$ cat src/rtl/csl_pkg.sv
package csl_pkg;

  typedef enum logic [3:0] {
    M_IDLE, M_NUM, M_IDENT, M_PUNCT, M_LINE, M_BLOCK, M_BSTAR,
    M_STR, M_ESC, M_OCT, M_HEX1, M_HEX, M_DONE
  } mode_t;

  localparam logic [2:0] K_NUM   = 3'd0;
  localparam logic [2:0] K_IDENT = 3'd1;
  localparam logic [2:0] K_KW    = 3'd2;
  localparam logic [2:0] K_PUNCT = 3'd3;
  localparam logic [2:0] K_STR   = 3'd4;
  localparam logic [2:0] K_SBYTE = 3'd5;
  localparam logic [2:0] K_END   = 3'd6;
  localparam logic [2:0] K_ERR   = 3'd7;

  localparam logic [63:0] E_BLOCK = 64'd1;
  localparam logic [63:0] E_STR   = 64'd2;
  localparam logic [63:0] E_HEX   = 64'd3;
  localparam logic [63:0] E_CHAR  = 64'd4;
  localparam logic [63:0] E_LONG  = 64'd5;

  localparam logic [7:0] ESC_CHAR = 8'd27;

  typedef struct packed {
    logic [2:0]  kind;
    logic [15:0] offset;
    logic [15:0] length;
    logic [63:0] value;
  } token_t;

  // one transaction's worth of results from one source byte
  typedef struct packed {
    logic   two;
    token_t t0;
    token_t t1;
  } pair_t;

  function automatic logic is_digit(input logic [7:0] c);
    return c >= 8'd48 && c <= 8'd57;
  endfunction

  function automatic logic is_alpha(input logic [7:0] c);
    return (c >= 8'd97 && c <= 8'd122) || (c >= 8'd65 && c <= 8'd90) || c == 8'd95;
  endfunction

  function automatic logic is_space(input logic [7:0] c);
    return c == 8'd32 || (c >= 8'd9 && c <= 8'd13);
  endfunction

  function automatic logic is_punct(input logic [7:0] c);
    return (c >= 8'd33 && c <= 8'd47) || (c >= 8'd58 && c <= 8'd64) ||
           (c >= 8'd91 && c <= 8'd96) || (c >= 8'd123 && c <= 8'd126);
  endfunction

  function automatic logic is_hex(input logic [7:0] c);
    return is_digit(c) || (c >= 8'd97 && c <= 8'd102) || (c >= 8'd65 && c <= 8'd70);
  endfunction

  function automatic logic [3:0] hex_val(input logic [7:0] c);
    logic [7:0] r;
    if (is_digit(c)) r = c - 8'd48;
    else if (c >= 8'd97) r = c - 8'd87;
    else r = c - 8'd55;
    return r[3:0];
  endfunction

  function automatic logic [7:0] esc_map(input logic [7:0] c);
    logic [7:0] r;
    case (c)
      8'd97:  r = 8'd7;
      8'd98:  r = 8'd8;
      8'd116: r = 8'd9;
      8'd110: r = 8'd10;
      8'd102: r = 8'd12;
      8'd114: r = 8'd13;
      8'd118: r = 8'd11;
      8'd101: r = ESC_CHAR;
      default: r = c;
    endcase
    return r;
  endfunction

  // keyword index lookup; bit 3 set when matched
  function automatic logic [3:0] kw_lookup(input logic [47:0] w, input logic [15:0] len);
    logic [3:0] r;
    r = 4'd0;
    if (len == 16'd6 && w == 48'h72_65_74_75_72_6e) r = 4'd8;
    if (len == 16'd2 && w == 48'h69_66)             r = 4'd9;
    if (len == 16'd4 && w == 48'h65_6c_73_65)       r = 4'd10;
    if (len == 16'd5 && w == 48'h77_68_69_6c_65)    r = 4'd11;
    if (len == 16'd3 && w == 48'h66_6f_72)          r = 4'd12;
    if (len == 16'd3 && w == 48'h69_6e_74)          r = 4'd13;
    if (len == 16'd4 && w == 48'h63_68_61_72)       r = 4'd14;
    if (len == 16'd6 && w == 48'h73_69_7a_65_6f_66) r = 4'd15;
    return r;
  endfunction

endpackage

$ cat src/rtl/csl_if.sv
interface csl_byte_if;
  logic       valid;
  logic       ready;
  logic [7:0] source_byte;
  modport source (output valid, output source_byte, input ready);
  modport sink (input valid, input source_byte, output ready);
endinterface

interface csl_token_if;
  logic        valid;
  logic        ready;
  logic [2:0]  token_kind;
  logic [15:0] token_offset;
  logic [15:0] token_length;
  logic [63:0] token_value;
  logic        last_of_run;
  modport source (output valid, output token_kind, output token_offset,
                  output token_length, output token_value, output last_of_run,
                  input ready);
  modport sink (input valid, input token_kind, input token_offset,
                input token_length, input token_value, input last_of_run,
                output ready);
endinterface

$ cat src/rtl/csl_front.sv
module csl_front #(
  parameter int PosW = 17,
  parameter logic [PosW-1:0] MaxBytes = '0
) (
  input  logic          clk,
  input  logic          rst,
  input  logic          in_valid,
  input  logic [7:0]    in_byte,
  output logic          in_ready,
  output logic          q_push,
  output csl_pkg::pair_t q_data,
  input  logic          q_full
);

  csl_pkg::mode_t mode, mode_next;
  logic [15:0] start_offset, start_offset_next;
  logic [15:0] run_length, run_length_next;
  logic [PosW-1:0] byte_position;
  logic [63:0] number_accumulator, number_accumulator_next;
  logic [47:0] keyword_window, keyword_window_next;
  logic [7:0] escape_accumulator, escape_accumulator_next;
  logic [1:0] escape_digit_count, escape_digit_count_next;
  logic [15:0] decoded_count, decoded_count_next;
  logic [7:0] held_character, held_character_next;
  logic error_latched, error_next;

  logic [1:0] n;
  csl_pkg::token_t tk [2];
  logic [15:0] pos16;
  logic accept;
  logic [67:0] acc_wide;
  logic [3:0] kw;

  assign in_ready = !q_full;
  assign accept = in_valid && in_ready;
  assign pos16 = byte_position[15:0];
  // ten times the accumulator plus the new digit, with room to see overflow
  assign acc_wide = ({4'd0, number_accumulator} << 3) + ({4'd0, number_accumulator} << 1) +
                    {60'd0, in_byte - 8'd48};
  assign kw = csl_pkg::kw_lookup(keyword_window, run_length);

  always_comb begin
    logic [7:0] c;
    logic again;
    logic [63:0] d;
    c = in_byte;
    mode_next = mode;
    start_offset_next = start_offset;
    run_length_next = run_length;
    number_accumulator_next = number_accumulator;
    keyword_window_next = keyword_window;
    escape_accumulator_next = escape_accumulator;
    escape_digit_count_next = escape_digit_count;
    decoded_count_next = decoded_count;
    held_character_next = held_character;
    error_next = error_latched;
    n = 2'd0;
    tk[0] = '0;
    tk[1] = '0;
    again = 1'b0;
    d = {56'd0, c - 8'd48};

    if (mode == csl_pkg::M_DONE || error_latched) begin
      n = 2'd0;
    end else if (c != 8'd0 && byte_position >= MaxBytes) begin
      tk[0] = '{csl_pkg::K_ERR, pos16, 16'd0, csl_pkg::E_LONG};
      n = 2'd1;
      error_next = 1'b1;
      mode_next = csl_pkg::M_DONE;
    end else begin
      // first pass: modes that may hand the byte back to idle
      case (mode)
        csl_pkg::M_NUM: begin
          if (csl_pkg::is_digit(c)) begin
            number_accumulator_next = (acc_wide[67:64] != 4'd0) ?
                                      64'hFFFF_FFFF_FFFF_FFFF : acc_wide[63:0];
            if (run_length != 16'hFFFF) run_length_next = run_length + 16'd1;
          end else begin
            tk[0] = '{csl_pkg::K_NUM, start_offset, run_length, number_accumulator};
            n = 2'd1;
            again = 1'b1;
          end
        end
        csl_pkg::M_IDENT: begin
          if (csl_pkg::is_alpha(c) || csl_pkg::is_digit(c)) begin
            keyword_window_next = {keyword_window[39:0], c};
            if (run_length != 16'hFFFF) run_length_next = run_length + 16'd1;
          end else begin
            if (kw[3])
              tk[0] = '{csl_pkg::K_KW, start_offset, run_length, {61'd0, kw[2:0]}};
            else
              tk[0] = '{csl_pkg::K_IDENT, start_offset, run_length, 64'd0};
            n = 2'd1;
            again = 1'b1;
          end
        end
        csl_pkg::M_PUNCT: begin
          if (held_character == 8'd47 && c == 8'd47) mode_next = csl_pkg::M_LINE;
          else if (held_character == 8'd47 && c == 8'd42) mode_next = csl_pkg::M_BLOCK;
          else if (held_character != 8'd47 && c == 8'd61) begin
            tk[0] = '{csl_pkg::K_PUNCT, start_offset, 16'd2,
                      {48'd0, 8'd61, held_character}};
            n = 2'd1;
            mode_next = csl_pkg::M_IDLE;
          end else begin
            tk[0] = '{csl_pkg::K_PUNCT, start_offset, 16'd1, {56'd0, held_character}};
            n = 2'd1;
            again = 1'b1;
          end
        end
        csl_pkg::M_LINE: begin
          if (c == 8'd0) again = 1'b1;
          else if (c == 8'd10) mode_next = csl_pkg::M_IDLE;
        end
        csl_pkg::M_BLOCK, csl_pkg::M_BSTAR: begin
          if (c == 8'd0) begin
            tk[0] = '{csl_pkg::K_ERR, start_offset, 16'd0, csl_pkg::E_BLOCK};
            n = 2'd1;
            error_next = 1'b1;
            mode_next = csl_pkg::M_DONE;
          end else if (c == 8'd42) mode_next = csl_pkg::M_BSTAR;
          else if (c == 8'd47 && mode == csl_pkg::M_BSTAR) mode_next = csl_pkg::M_IDLE;
          else mode_next = csl_pkg::M_BLOCK;
        end
        csl_pkg::M_STR: begin
          if (c == 8'd0 || c == 8'd10) begin
            tk[0] = '{csl_pkg::K_ERR, start_offset, 16'd0, csl_pkg::E_STR};
            n = 2'd1;
            error_next = 1'b1;
            mode_next = csl_pkg::M_DONE;
          end else begin
            if (run_length != 16'hFFFF) run_length_next = run_length + 16'd1;
            if (c == 8'd34) begin
              tk[0] = '{csl_pkg::K_STR, start_offset, run_length_next,
                        {48'd0, decoded_count}};
              n = 2'd1;
              mode_next = csl_pkg::M_IDLE;
            end else if (c == 8'd92) mode_next = csl_pkg::M_ESC;
            else begin
              tk[0] = '{csl_pkg::K_SBYTE, start_offset, 16'd0, {56'd0, c}};
              n = 2'd1;
              if (decoded_count != 16'hFFFF) decoded_count_next = decoded_count + 16'd1;
            end
          end
        end
        csl_pkg::M_ESC: begin
          if (c == 8'd0) begin
            tk[0] = '{csl_pkg::K_ERR, start_offset, 16'd0, csl_pkg::E_STR};
            n = 2'd1;
            error_next = 1'b1;
            mode_next = csl_pkg::M_DONE;
          end else begin
            if (run_length != 16'hFFFF) run_length_next = run_length + 16'd1;
            if (c >= 8'd48 && c <= 8'd55) begin
              escape_accumulator_next = c - 8'd48;
              escape_digit_count_next = 2'd1;
              mode_next = csl_pkg::M_OCT;
            end else if (c == 8'd120) begin
              escape_accumulator_next = 8'd0;
              mode_next = csl_pkg::M_HEX1;
            end else begin
              tk[0] = '{csl_pkg::K_SBYTE, start_offset, 16'd0,
                        {56'd0, csl_pkg::esc_map(c)}};
              n = 2'd1;
              if (decoded_count != 16'hFFFF) decoded_count_next = decoded_count + 16'd1;
              mode_next = csl_pkg::M_STR;
            end
          end
        end
        csl_pkg::M_OCT: begin
          if (c >= 8'd48 && c <= 8'd55 && escape_digit_count != 2'd3) begin
            if (run_length != 16'hFFFF) run_length_next = run_length + 16'd1;
            escape_accumulator_next = {escape_accumulator[4:0], 3'd0} + (c - 8'd48);
            escape_digit_count_next = escape_digit_count + 2'd1;
            if (escape_digit_count == 2'd2) begin
              tk[0] = '{csl_pkg::K_SBYTE, start_offset, 16'd0,
                        {56'd0, escape_accumulator_next}};
              n = 2'd1;
              if (decoded_count != 16'hFFFF) decoded_count_next = decoded_count + 16'd1;
              mode_next = csl_pkg::M_STR;
            end
          end else begin
            tk[0] = '{csl_pkg::K_SBYTE, start_offset, 16'd0, {56'd0, escape_accumulator}};
            n = 2'd1;
            if (decoded_count != 16'hFFFF) decoded_count_next = decoded_count + 16'd1;
            mode_next = csl_pkg::M_STR;
            again = 1'b1;
          end
        end
        csl_pkg::M_HEX1: begin
          if (!csl_pkg::is_hex(c)) begin
            tk[0] = '{csl_pkg::K_ERR, start_offset, 16'd0, csl_pkg::E_HEX};
            n = 2'd1;
            error_next = 1'b1;
            mode_next = csl_pkg::M_DONE;
          end else begin
            if (run_length != 16'hFFFF) run_length_next = run_length + 16'd1;
            escape_accumulator_next = {4'd0, csl_pkg::hex_val(c)};
            mode_next = csl_pkg::M_HEX;
          end
        end
        csl_pkg::M_HEX: begin
          if (csl_pkg::is_hex(c)) begin
            if (run_length != 16'hFFFF) run_length_next = run_length + 16'd1;
            escape_accumulator_next = {escape_accumulator[3:0], csl_pkg::hex_val(c)};
          end else begin
            tk[0] = '{csl_pkg::K_SBYTE, start_offset, 16'd0, {56'd0, escape_accumulator}};
            n = 2'd1;
            if (decoded_count != 16'hFFFF) decoded_count_next = decoded_count + 16'd1;
            mode_next = csl_pkg::M_STR;
            again = 1'b1;
          end
        end
        default: again = (mode == csl_pkg::M_IDLE);
      endcase

      // string modes re-entered hand back to the string mode, whose work
      // a second pass repeats; only the idle re-entry starts a token
      if (again && (mode == csl_pkg::M_OCT || mode == csl_pkg::M_HEX)) begin
        if (c == 8'd0 || c == 8'd10) begin
          tk[1] = '{csl_pkg::K_ERR, start_offset, 16'd0, csl_pkg::E_STR};
          n = 2'd2;
          error_next = 1'b1;
          mode_next = csl_pkg::M_DONE;
        end else begin
          if (run_length != 16'hFFFF) run_length_next = run_length + 16'd1;
          if (c == 8'd34) begin
            tk[1] = '{csl_pkg::K_STR, start_offset, run_length_next,
                      {48'd0, decoded_count_next}};
            n = 2'd2;
            mode_next = csl_pkg::M_IDLE;
          end else if (c == 8'd92) mode_next = csl_pkg::M_ESC;
          else begin
            tk[1] = '{csl_pkg::K_SBYTE, start_offset, 16'd0, {56'd0, c}};
            n = 2'd2;
            if (decoded_count_next != 16'hFFFF)
              decoded_count_next = decoded_count_next + 16'd1;
          end
        end
      end else if (again) begin
        mode_next = csl_pkg::M_IDLE;
        start_offset_next = pos16;
        run_length_next = 16'd1;
        if (c == 8'd0) begin
          tk[n[0]] = '{csl_pkg::K_END, pos16, 16'd0, 64'd0};
          n = n + 2'd1;
          mode_next = csl_pkg::M_DONE;
        end else if (csl_pkg::is_space(c)) run_length_next = 16'd0;
        else if (csl_pkg::is_digit(c)) begin
          number_accumulator_next = d;
          mode_next = csl_pkg::M_NUM;
        end else if (c == 8'd34) begin
          decoded_count_next = 16'd0;
          mode_next = csl_pkg::M_STR;
        end else if (csl_pkg::is_alpha(c)) begin
          keyword_window_next = {40'd0, c};
          mode_next = csl_pkg::M_IDENT;
        end else if (c == 8'd47 || c == 8'd61 || c == 8'd33 || c == 8'd60 ||
                     c == 8'd62) begin
          held_character_next = c;
          mode_next = csl_pkg::M_PUNCT;
        end else if (csl_pkg::is_punct(c)) begin
          tk[n[0]] = '{csl_pkg::K_PUNCT, pos16, 16'd1, {56'd0, c}};
          n = n + 2'd1;
        end else begin
          tk[n[0]] = '{csl_pkg::K_ERR, pos16, 16'd0, csl_pkg::E_CHAR};
          n = n + 2'd1;
          error_next = 1'b1;
          mode_next = csl_pkg::M_DONE;
        end
      end
    end
  end

  assign q_push = accept && n != 2'd0;
  assign q_data = '{two: n[1], t0: tk[0], t1: tk[1]};

  always_ff @(posedge clk) begin
    if (rst) begin
      mode <= csl_pkg::M_IDLE;
      start_offset <= '0;
      run_length <= '0;
      byte_position <= '0;
      number_accumulator <= '0;
      keyword_window <= '0;
      escape_accumulator <= '0;
      escape_digit_count <= '0;
      decoded_count <= '0;
      held_character <= '0;
      error_latched <= 1'b0;
    end else if (accept) begin
      mode <= mode_next;
      start_offset <= start_offset_next;
      run_length <= run_length_next;
      number_accumulator <= number_accumulator_next;
      keyword_window <= keyword_window_next;
      escape_accumulator <= escape_accumulator_next;
      escape_digit_count <= escape_digit_count_next;
      decoded_count <= decoded_count_next;
      held_character <= held_character_next;
      error_latched <= error_next;
      if (mode != csl_pkg::M_DONE && !error_latched &&
          !(in_byte != 8'd0 && byte_position >= MaxBytes) && byte_position < MaxBytes)
        byte_position <= byte_position + 1'b1;
    end
  end

endmodule

$ cat src/rtl/csl_back.sv
module csl_back (
  input  logic           clk,
  input  logic           rst,
  input  logic           q_push,
  input  csl_pkg::pair_t q_data,
  output logic           q_full,
  output logic           out_valid,
  input  logic           out_ready,
  output csl_pkg::token_t out_tok,
  output logic           out_last
);

  // two-entry queue of result pairs
  csl_pkg::pair_t slot [2];
  logic rd_ptr, wr_ptr;
  logic [1:0] count;
  logic sub;
  logic pop;
  csl_pkg::pair_t head;

  assign head = slot[rd_ptr];
  assign q_full = count == 2'd2;
  assign out_valid = count != 2'd0;
  assign out_tok = sub ? head.t1 : head.t0;
  assign out_last = sub || !head.two;
  assign pop = out_valid && out_ready && out_last;

  always_ff @(posedge clk) begin
    if (q_push) slot[wr_ptr] <= q_data;
  end

  always_ff @(posedge clk) begin
    if (rst) begin
      rd_ptr <= 1'b0;
      wr_ptr <= 1'b0;
      count <= 2'd0;
      sub <= 1'b0;
    end else begin
      if (q_push) wr_ptr <= !wr_ptr;
      if (pop) rd_ptr <= !rd_ptr;
      count <= count + {1'b0, q_push} - {1'b0, pop};
      if (out_valid && out_ready) sub <= !out_last;
    end
  end

endmodule

$ cat src/rtl/c_subset_lexer.sv
// results: a token enters the result queue when the byte that ends it is taken
// throughput: one source byte per cycle while the result queue has room; a byte
// with two results holds the queue head until both are taken, and the input
// waits whenever the two-entry result queue fills behind it
// reset: synchronous, active high; lexer returns to idle at offset zero,
// queue empties, latched error clears
module c_subset_lexer #(
  parameter int MAX_SOURCE_BYTES = 65536
) (
  input logic clk,
  input logic rst,
  csl_byte_if.sink    in_ch,
  csl_token_if.source out_ch
);

  // position counter wide enough to hold the limit itself
  localparam int PosW = $clog2(MAX_SOURCE_BYTES + 1);

  logic           q_push;
  csl_pkg::pair_t q_data;
  logic           q_full;
  csl_pkg::token_t tok;

  // front: mode machine, one source byte per transaction
  csl_front #(
    .PosW(PosW),
    .MaxBytes(PosW'(MAX_SOURCE_BYTES))
  ) u_front (
    .clk(clk), .rst(rst),
    .in_valid(in_ch.valid), .in_byte(in_ch.source_byte), .in_ready(in_ch.ready),
    .q_push(q_push), .q_data(q_data), .q_full(q_full)
  );

  // back: queue and serialiser of one or two results per byte
  csl_back u_back (
    .clk(clk), .rst(rst),
    .q_push(q_push), .q_data(q_data), .q_full(q_full),
    .out_valid(out_ch.valid), .out_ready(out_ch.ready),
    .out_tok(tok), .out_last(out_ch.last_of_run)
  );

  assign out_ch.token_kind   = tok.kind;
  assign out_ch.token_offset = tok.offset;
  assign out_ch.token_length = tok.length;
  assign out_ch.token_value  = tok.value;

`ifndef NO_ASSERTIONS
  // input is refused only while the result queue is full
  a_ready: assert property (@(posedge clk) disable iff (rst)
    !in_ch.ready |-> out_ch.valid) else $error("stall with empty output");
  // a string byte never carries a length
  a_sbyte: assert property (@(posedge clk) disable iff (rst)
    (out_ch.valid && out_ch.token_kind == csl_pkg::K_SBYTE) |-> out_ch.token_length == 16'd0)
    else $error("string byte with length");
  // the end token closes its byte's run
  a_end: assert property (@(posedge clk) disable iff (rst)
    (out_ch.valid && out_ch.token_kind == csl_pkg::K_END) |-> out_ch.last_of_run)
    else $error("end token not last");
`endif

endmodule

$ cat src/flat_wrapper.sv
// flat-port wrapper written by rule: the top's interface ports become plain ports
module c_subset_lexer_flat 
#(
  parameter int MAX_SOURCE_BYTES = 65536
)
  (clk, rst, in_ch_valid, in_ch_source_byte, in_ch_ready, out_ch_valid, out_ch_token_kind, out_ch_token_offset, out_ch_token_length, out_ch_token_value, out_ch_last_of_run, out_ch_ready);
  csl_byte_if in_ch_i ();
  csl_token_if out_ch_i ();
  input logic clk;
  input logic rst;
  input wire logic [$bits(in_ch_i.valid)-1:0] in_ch_valid;
  input wire logic [$bits(in_ch_i.source_byte)-1:0] in_ch_source_byte;
  output wire logic [$bits(in_ch_i.ready)-1:0] in_ch_ready;
  output wire logic [$bits(out_ch_i.valid)-1:0] out_ch_valid;
  output wire logic [$bits(out_ch_i.token_kind)-1:0] out_ch_token_kind;
  output wire logic [$bits(out_ch_i.token_offset)-1:0] out_ch_token_offset;
  output wire logic [$bits(out_ch_i.token_length)-1:0] out_ch_token_length;
  output wire logic [$bits(out_ch_i.token_value)-1:0] out_ch_token_value;
  output wire logic [$bits(out_ch_i.last_of_run)-1:0] out_ch_last_of_run;
  input wire logic [$bits(out_ch_i.ready)-1:0] out_ch_ready;
  assign in_ch_i.valid = in_ch_valid;
  assign in_ch_i.source_byte = in_ch_source_byte;
  assign in_ch_ready = in_ch_i.ready;
  assign out_ch_valid = out_ch_i.valid;
  assign out_ch_token_kind = out_ch_i.token_kind;
  assign out_ch_token_offset = out_ch_i.token_offset;
  assign out_ch_token_length = out_ch_i.token_length;
  assign out_ch_token_value = out_ch_i.token_value;
  assign out_ch_last_of_run = out_ch_i.last_of_run;
  assign out_ch_i.ready = out_ch_ready;
  c_subset_lexer #(.MAX_SOURCE_BYTES(MAX_SOURCE_BYTES)) u_core (.clk(clk), .rst(rst), .in_ch(in_ch_i), .out_ch(out_ch_i));
endmodule
$ cat config.mk
export PLATFORM = sky130hd
export DESIGN_NAME = c_subset_lexer_flat
export DESIGN_NICKNAME = d
export VERILOG_FILES = /design/src/rtl/csl_pkg.sv /design/src/rtl/csl_if.sv /design/src/rtl/csl_front.sv /design/src/rtl/csl_back.sv /design/src/rtl/c_subset_lexer.sv /design/src/flat_wrapper.sv
export SDC_FILE = /design/constraint.sdc
export NUM_CORES = 2
export LEC_CHECK = 0
export BUFFER_PORTS_ARGS = -buffer_cell sky130_fd_sc_hd__buf_4
export CAP_MARGIN = 30
export CORE_MARGIN = 2
export CORE_UTILIZATION = 45
export DETAILED_ROUTE_END_ITERATION = 10
export GPL_TIMING_DRIVEN = 0
export PLACE_DENSITY = 0.72
export SYNTH_ARGS = -nofsm -noshare
export SYNTH_HDL_FRONTEND = slang
export SYNTH_SLANG_ARGS = --single-unit
$ cat constraint.sdc
create_clock -name clk -period 28.6 [get_ports clk]
set_clock_uncertainty 0.2 [all_clocks]
set_input_delay 7.15 -clock clk [delete_from_list [all_inputs] [get_ports clk]]
set_output_delay 7.15 -clock clk [all_outputs]
set_load 0.05 [all_outputs]
==> results.txt <==
The run finished with clean final reports. Yosys instantiated no cell more often than sky130_fd_sc_hd__nor2_1. The horizontal die dimension is 262.9 um.

The post-DP HPWL is 74.12 mm. The first global-routing pass estimated 151.1 mm of wire. The pre-CTS setup slack came out at 13.73 ns. The type of the tightest min-delay check is reg -> reg.

Setup repair after global routing left no endpoint under its margin. The number of buffers inserted by hold repair at cts came out at 0. The cell area after placement is 32,440 sq um. The biggest area consumer among synthesized cells is sky130_fd_sc_hd__edfxtp_1. The fraction of layout instances using a drive strength above 1 is 9.384%. By startpoint and endpoint, the worst setup path is classified as in -> reg. The tightest slew margin relative to the limit is 28.03%.

The main flop type after synthesis is sky130_fd_sc_hd__edfxtp_1. The post-layout instance area is 34,260 sq um. On the worst path, the slowest cell contributes a delay of 0.70 ns. The area fraction of the dominant cell type after synthesis came out at 30.08%. The critical path's top delay family is buffers and inverters.

The summed negative setup slack over all endpoints came out at 0 ns. The number of top-level pins is 114. Summing every instance area after synthesis gives 30,150 sq um. The number of global-route vias before repair came to 25,211. The initial antenna violation count came out at 4. The number of buffers inserted during clock tree synthesis came out at 53. Static timing analysis puts the maximum clock frequency at 68.94 MHz. The total overflow left after global routing is 0.

At the worst endpoint, the arrival time is 14.61 ns. The count of instances resized after the clock tree is built is 0. The routability-driven placement congestion ratio is 1.001.

Setup slack closes at 14.10 ns. The final period demand of the worst path came out at 14.50 ns. STA classifies the critical path startpoint as an input port. The commonest cells after synthesis are sky130_fd_sc_hd__nor2_1 (391), sky130_fd_sc_hd__edfxtp_1 (302), sky130_fd_sc_hd__a21oi_1 (262).

The clock latency of the later-clocked register in the worst-skew pair came out at 0.64 ns. The slowest library cell on the worst path is sky130_fd_sc_hd__nor2b_4. The number of distinct standard cells referenced by the synthesized netlist came out at 92. The area enclosed by the die boundary came out at 69,090 sq um. The number of DRC markers in iteration 0 is 3,243. In this run, synthesis produced a sequential element count of 508. Sequential cells were found to cover 43.75% of the synthesized design area. The highest fanout seen on the critical path is 32. The die is 262.9 um tall. The CTS tree is built. For this run, the number of Yosys warnings is 0. The initial core utilization came out at 45.62%. The number of buffers and inverters on the critical path is 9. The number of setup buffers added after CTS is 0. The mean post-synth cell area is 9.597 sq um. By area the synthesized netlist is led by sky130_fd_sc_hd__edfxtp_1 (30%), sky130_fd_sc_hd__dfxtp_1 (14%), sky130_fd_sc_hd__ha_1 (6.1%). The signal on the critical path passes through buf_4 -> clkbuf_1 -> inv_1 -> ha_1 -> clkbuf_1 -> nor3b_1 -> nand3_1 -> clkbuf_1 -> a21oi_1 -> a211oi_1 -> o211ai_1 -> nor3_1 -> inv_1 -> ha_1 -> o2111ai_1 -> o31ai_1 -> o41ai_1 -> a21oi_1 -> nor2b_4 -> buf_12 -> buf_12 -> buf_12. The critical path required time came out at 28.71 ns. The leakage component of the power came out at 12.53 nW. For this run, the post-layout net count is 3,500. Dividing total power by cell area gives a power density of 80.98 nW/um^2. The post-route clock period utilization came out at 50.72%.

The worst hold path was traced through 2 stages. The number of search-and-repair iterations in the first detailed-routing pass is 8. The cell count after synthesis came out at 3,142.

Measured in cells, the most critical reg-to-reg path has a length of 16. The pin count of the biggest net entering global routing came out at 55. The post-detailed-route wirelength per cell is 23.31 um. Global routing used 27.80% of the available tracks across all layers. The layout has 6,020 filler cells.

The number of violations of the max-capacitance limit is 0. The global routing met3 resource utilization is 4.844%. The floorplan step defined a core boundary enclosing 66,100 sq um. The clock-pin slew on the worst setup and hold paths came out at 0.06 ns. Global routing consumed, on the met1 layer, 36.91% of the routing resources. After detailed routing, the number of remaining DRC violations is 0. The number of nets produced by synthesis is 3,309. After global routing, the most crowded layer is met2. The aggregate routed wire length came out at 98.89 mm. The number of synthesized flops with an enable pin is 302. The layout overhead on the synthesized area came out at 13.62%. The number of vias per cell after detailed routing came out at 6.278. The maximum resistive drop on vdd came out at 0.08363 mV. Global routing used 44.63% of the available met2 tracks. For this run, asynchronously set or reset flops after synthesis account for 0%.

Overall power consumption after layout is estimated at 2.774 mW. The critical path crosses 22 cells after its start point. The buffer type at the clock tree root is sky130_fd_sc_hd__clkbuf_16. Setup violations remaining at the end of the flow were counted as 0. The maximum clock path buffer count is 3. The slew at the pin closest to its max-slew limit is 1.052 ns. The routed via count is 26,639. The antenna violation net count after detailed routing came out at 0. The floorplan has 94 rows. The count of pins over their slew limit came out at 0. The H-tree level count came out at 2. The number of failing hold endpoints at the final stage is 0. The element type at the critical path end is a register. The count of input and output buffers came out at 113. For this design, the sink count on the clock tree is 508.
power by group:
group / internal (mW) / total, mW / switching (mW)
combinational: 0.310 / 1.09 / 0.777
sequential: 0.925 / 0.966 / 0.0406
clock: 0.416 / 0.722 / 0.306
total: 1.65 / 2.77 / 1.12
cells by family (layout without fill, tap and decap cells):
group | Yosys count | after routing | synth area share, %
AO/OA/AOI/OAI | 894 | 894 | 19.72
XOR/XNOR | 98 | 98 | 2.847
adder cells (fa/ha/maj) | 155 | 155 | 6.606
buffers and inverters | 286 | 522 | 3.614
flip-flops | 508 | 508 | 43.75
multiplexers | 128 | 128 | 6.386
other | 0 | 1 | 0
AND/OR/NAND/NOR | 1073 | 1073 | 17.07
layout make-up:
class | count | area, sq um | area share (%)
buffer | 214 | 819.5 | 2.392
multi-input combinational | 2348 | 15900 | 46.40
timing repair buffer | 136 | 1195 | 3.488
inverter | 72 | 270.3 | 0.7888
sequential | 508 | 13190 | 38.51
clock buffer | 69 | 1459 | 4.258
clock inverter | 31 | 345.3 | 1.008
antenna | 1 | 2.502 | 0.007304
tap | 864 | 1081 | 3.155
sequential cells by signal, indices dropped and copies added, names as in the netlist, 8 cells and up, named ones only:
register	flops
u_core.u_back.slot	302
u_core.u_front.number_accumulator	63
u_core.u_front.keyword_window	48
u_core.u_front.byte_position	17
u_core.u_front.decoded_count	16
u_core.u_front.run_length	16
u_core.u_front.start_offset	16
u_core.u_front.escape_accumulator	8
u_core.u_front.held_character	8
worst register-to-register path: cells and delay by family (launching register included):
kind | cells | cell delay, ns
adder cells (fa/ha/maj) | 1 | 0.34
AND/OR/NAND/NOR | 5 | 2.38
buffers and inverters | 6 | 1.70
AO/OA/AOI/OAI | 4 | 0.79
flip-flops | 1 | 0.37
placed cells by master, fill, tap and decap left out, types with 51 or more instances in the layout:
cell type,count
sky130_fd_sc_hd__o21ai_0,124
sky130_fd_sc_hd__nand2_1,248
sky130_fd_sc_hd__xnor2_1,58
sky130_fd_sc_hd__nor3_1,52
sky130_fd_sc_hd__clkbuf_1,195
sky130_fd_sc_hd__dfxtp_1,206
sky130_fd_sc_hd__a22oi_1,109
sky130_fd_sc_hd__and2_1,65
sky130_fd_sc_hd__mux4_2,51
sky130_fd_sc_hd__buf_4,114
sky130_fd_sc_hd__nand3_1,62
sky130_fd_sc_hd__inv_1,72
sky130_fd_sc_hd__clkbuf_16,55
sky130_fd_sc_hd__ha_1,148
sky130_fd_sc_hd__nor2_1,391
sky130_fd_sc_hd__edfxtp_1,302
sky130_fd_sc_hd__a31oi_1,59
sky130_fd_sc_hd__mux2i_1,72
sky130_fd_sc_hd__a21o_1,55
sky130_fd_sc_hd__a21oi_1,262
layer usage:
layer	share of wire, %	vias to the layer above
li1	-	12241
met1	41	12869
met2	46	1272
met3	8.3	257
met4	4.7	0
met5	0	-
per-stage QoR:
stage               hold WS [ns]  std cells  util (%)
floorplan                 0.2502       3142         -
global placement          0.2565       4119     48.54
detailed placement        0.2641       4141     49.08
CTS                       0.2731       4241     51.81
global route              0.3004       4242     51.83
finish                    0.2748       4243     51.83
final timing paths:
check | slack, ns | end | startpoint
worst max-delay path | 14.10 | u_core.u_back.slot[0][142] | in_ch_source_byte[1]
worst min-delay path | 0.27 | u_core.u_front.start_offset[7] | u_core.u_front.start_offset[7]
worst min register to register | 0.27 | u_core.u_front.start_offset[7] | u_core.u_front.start_offset[7]
worst max register to register | 22.45 | u_core.u_back.slot[0][142] | u_core.u_front.mode[1]
No activity file was read; power rests on OpenSTA's default activity.
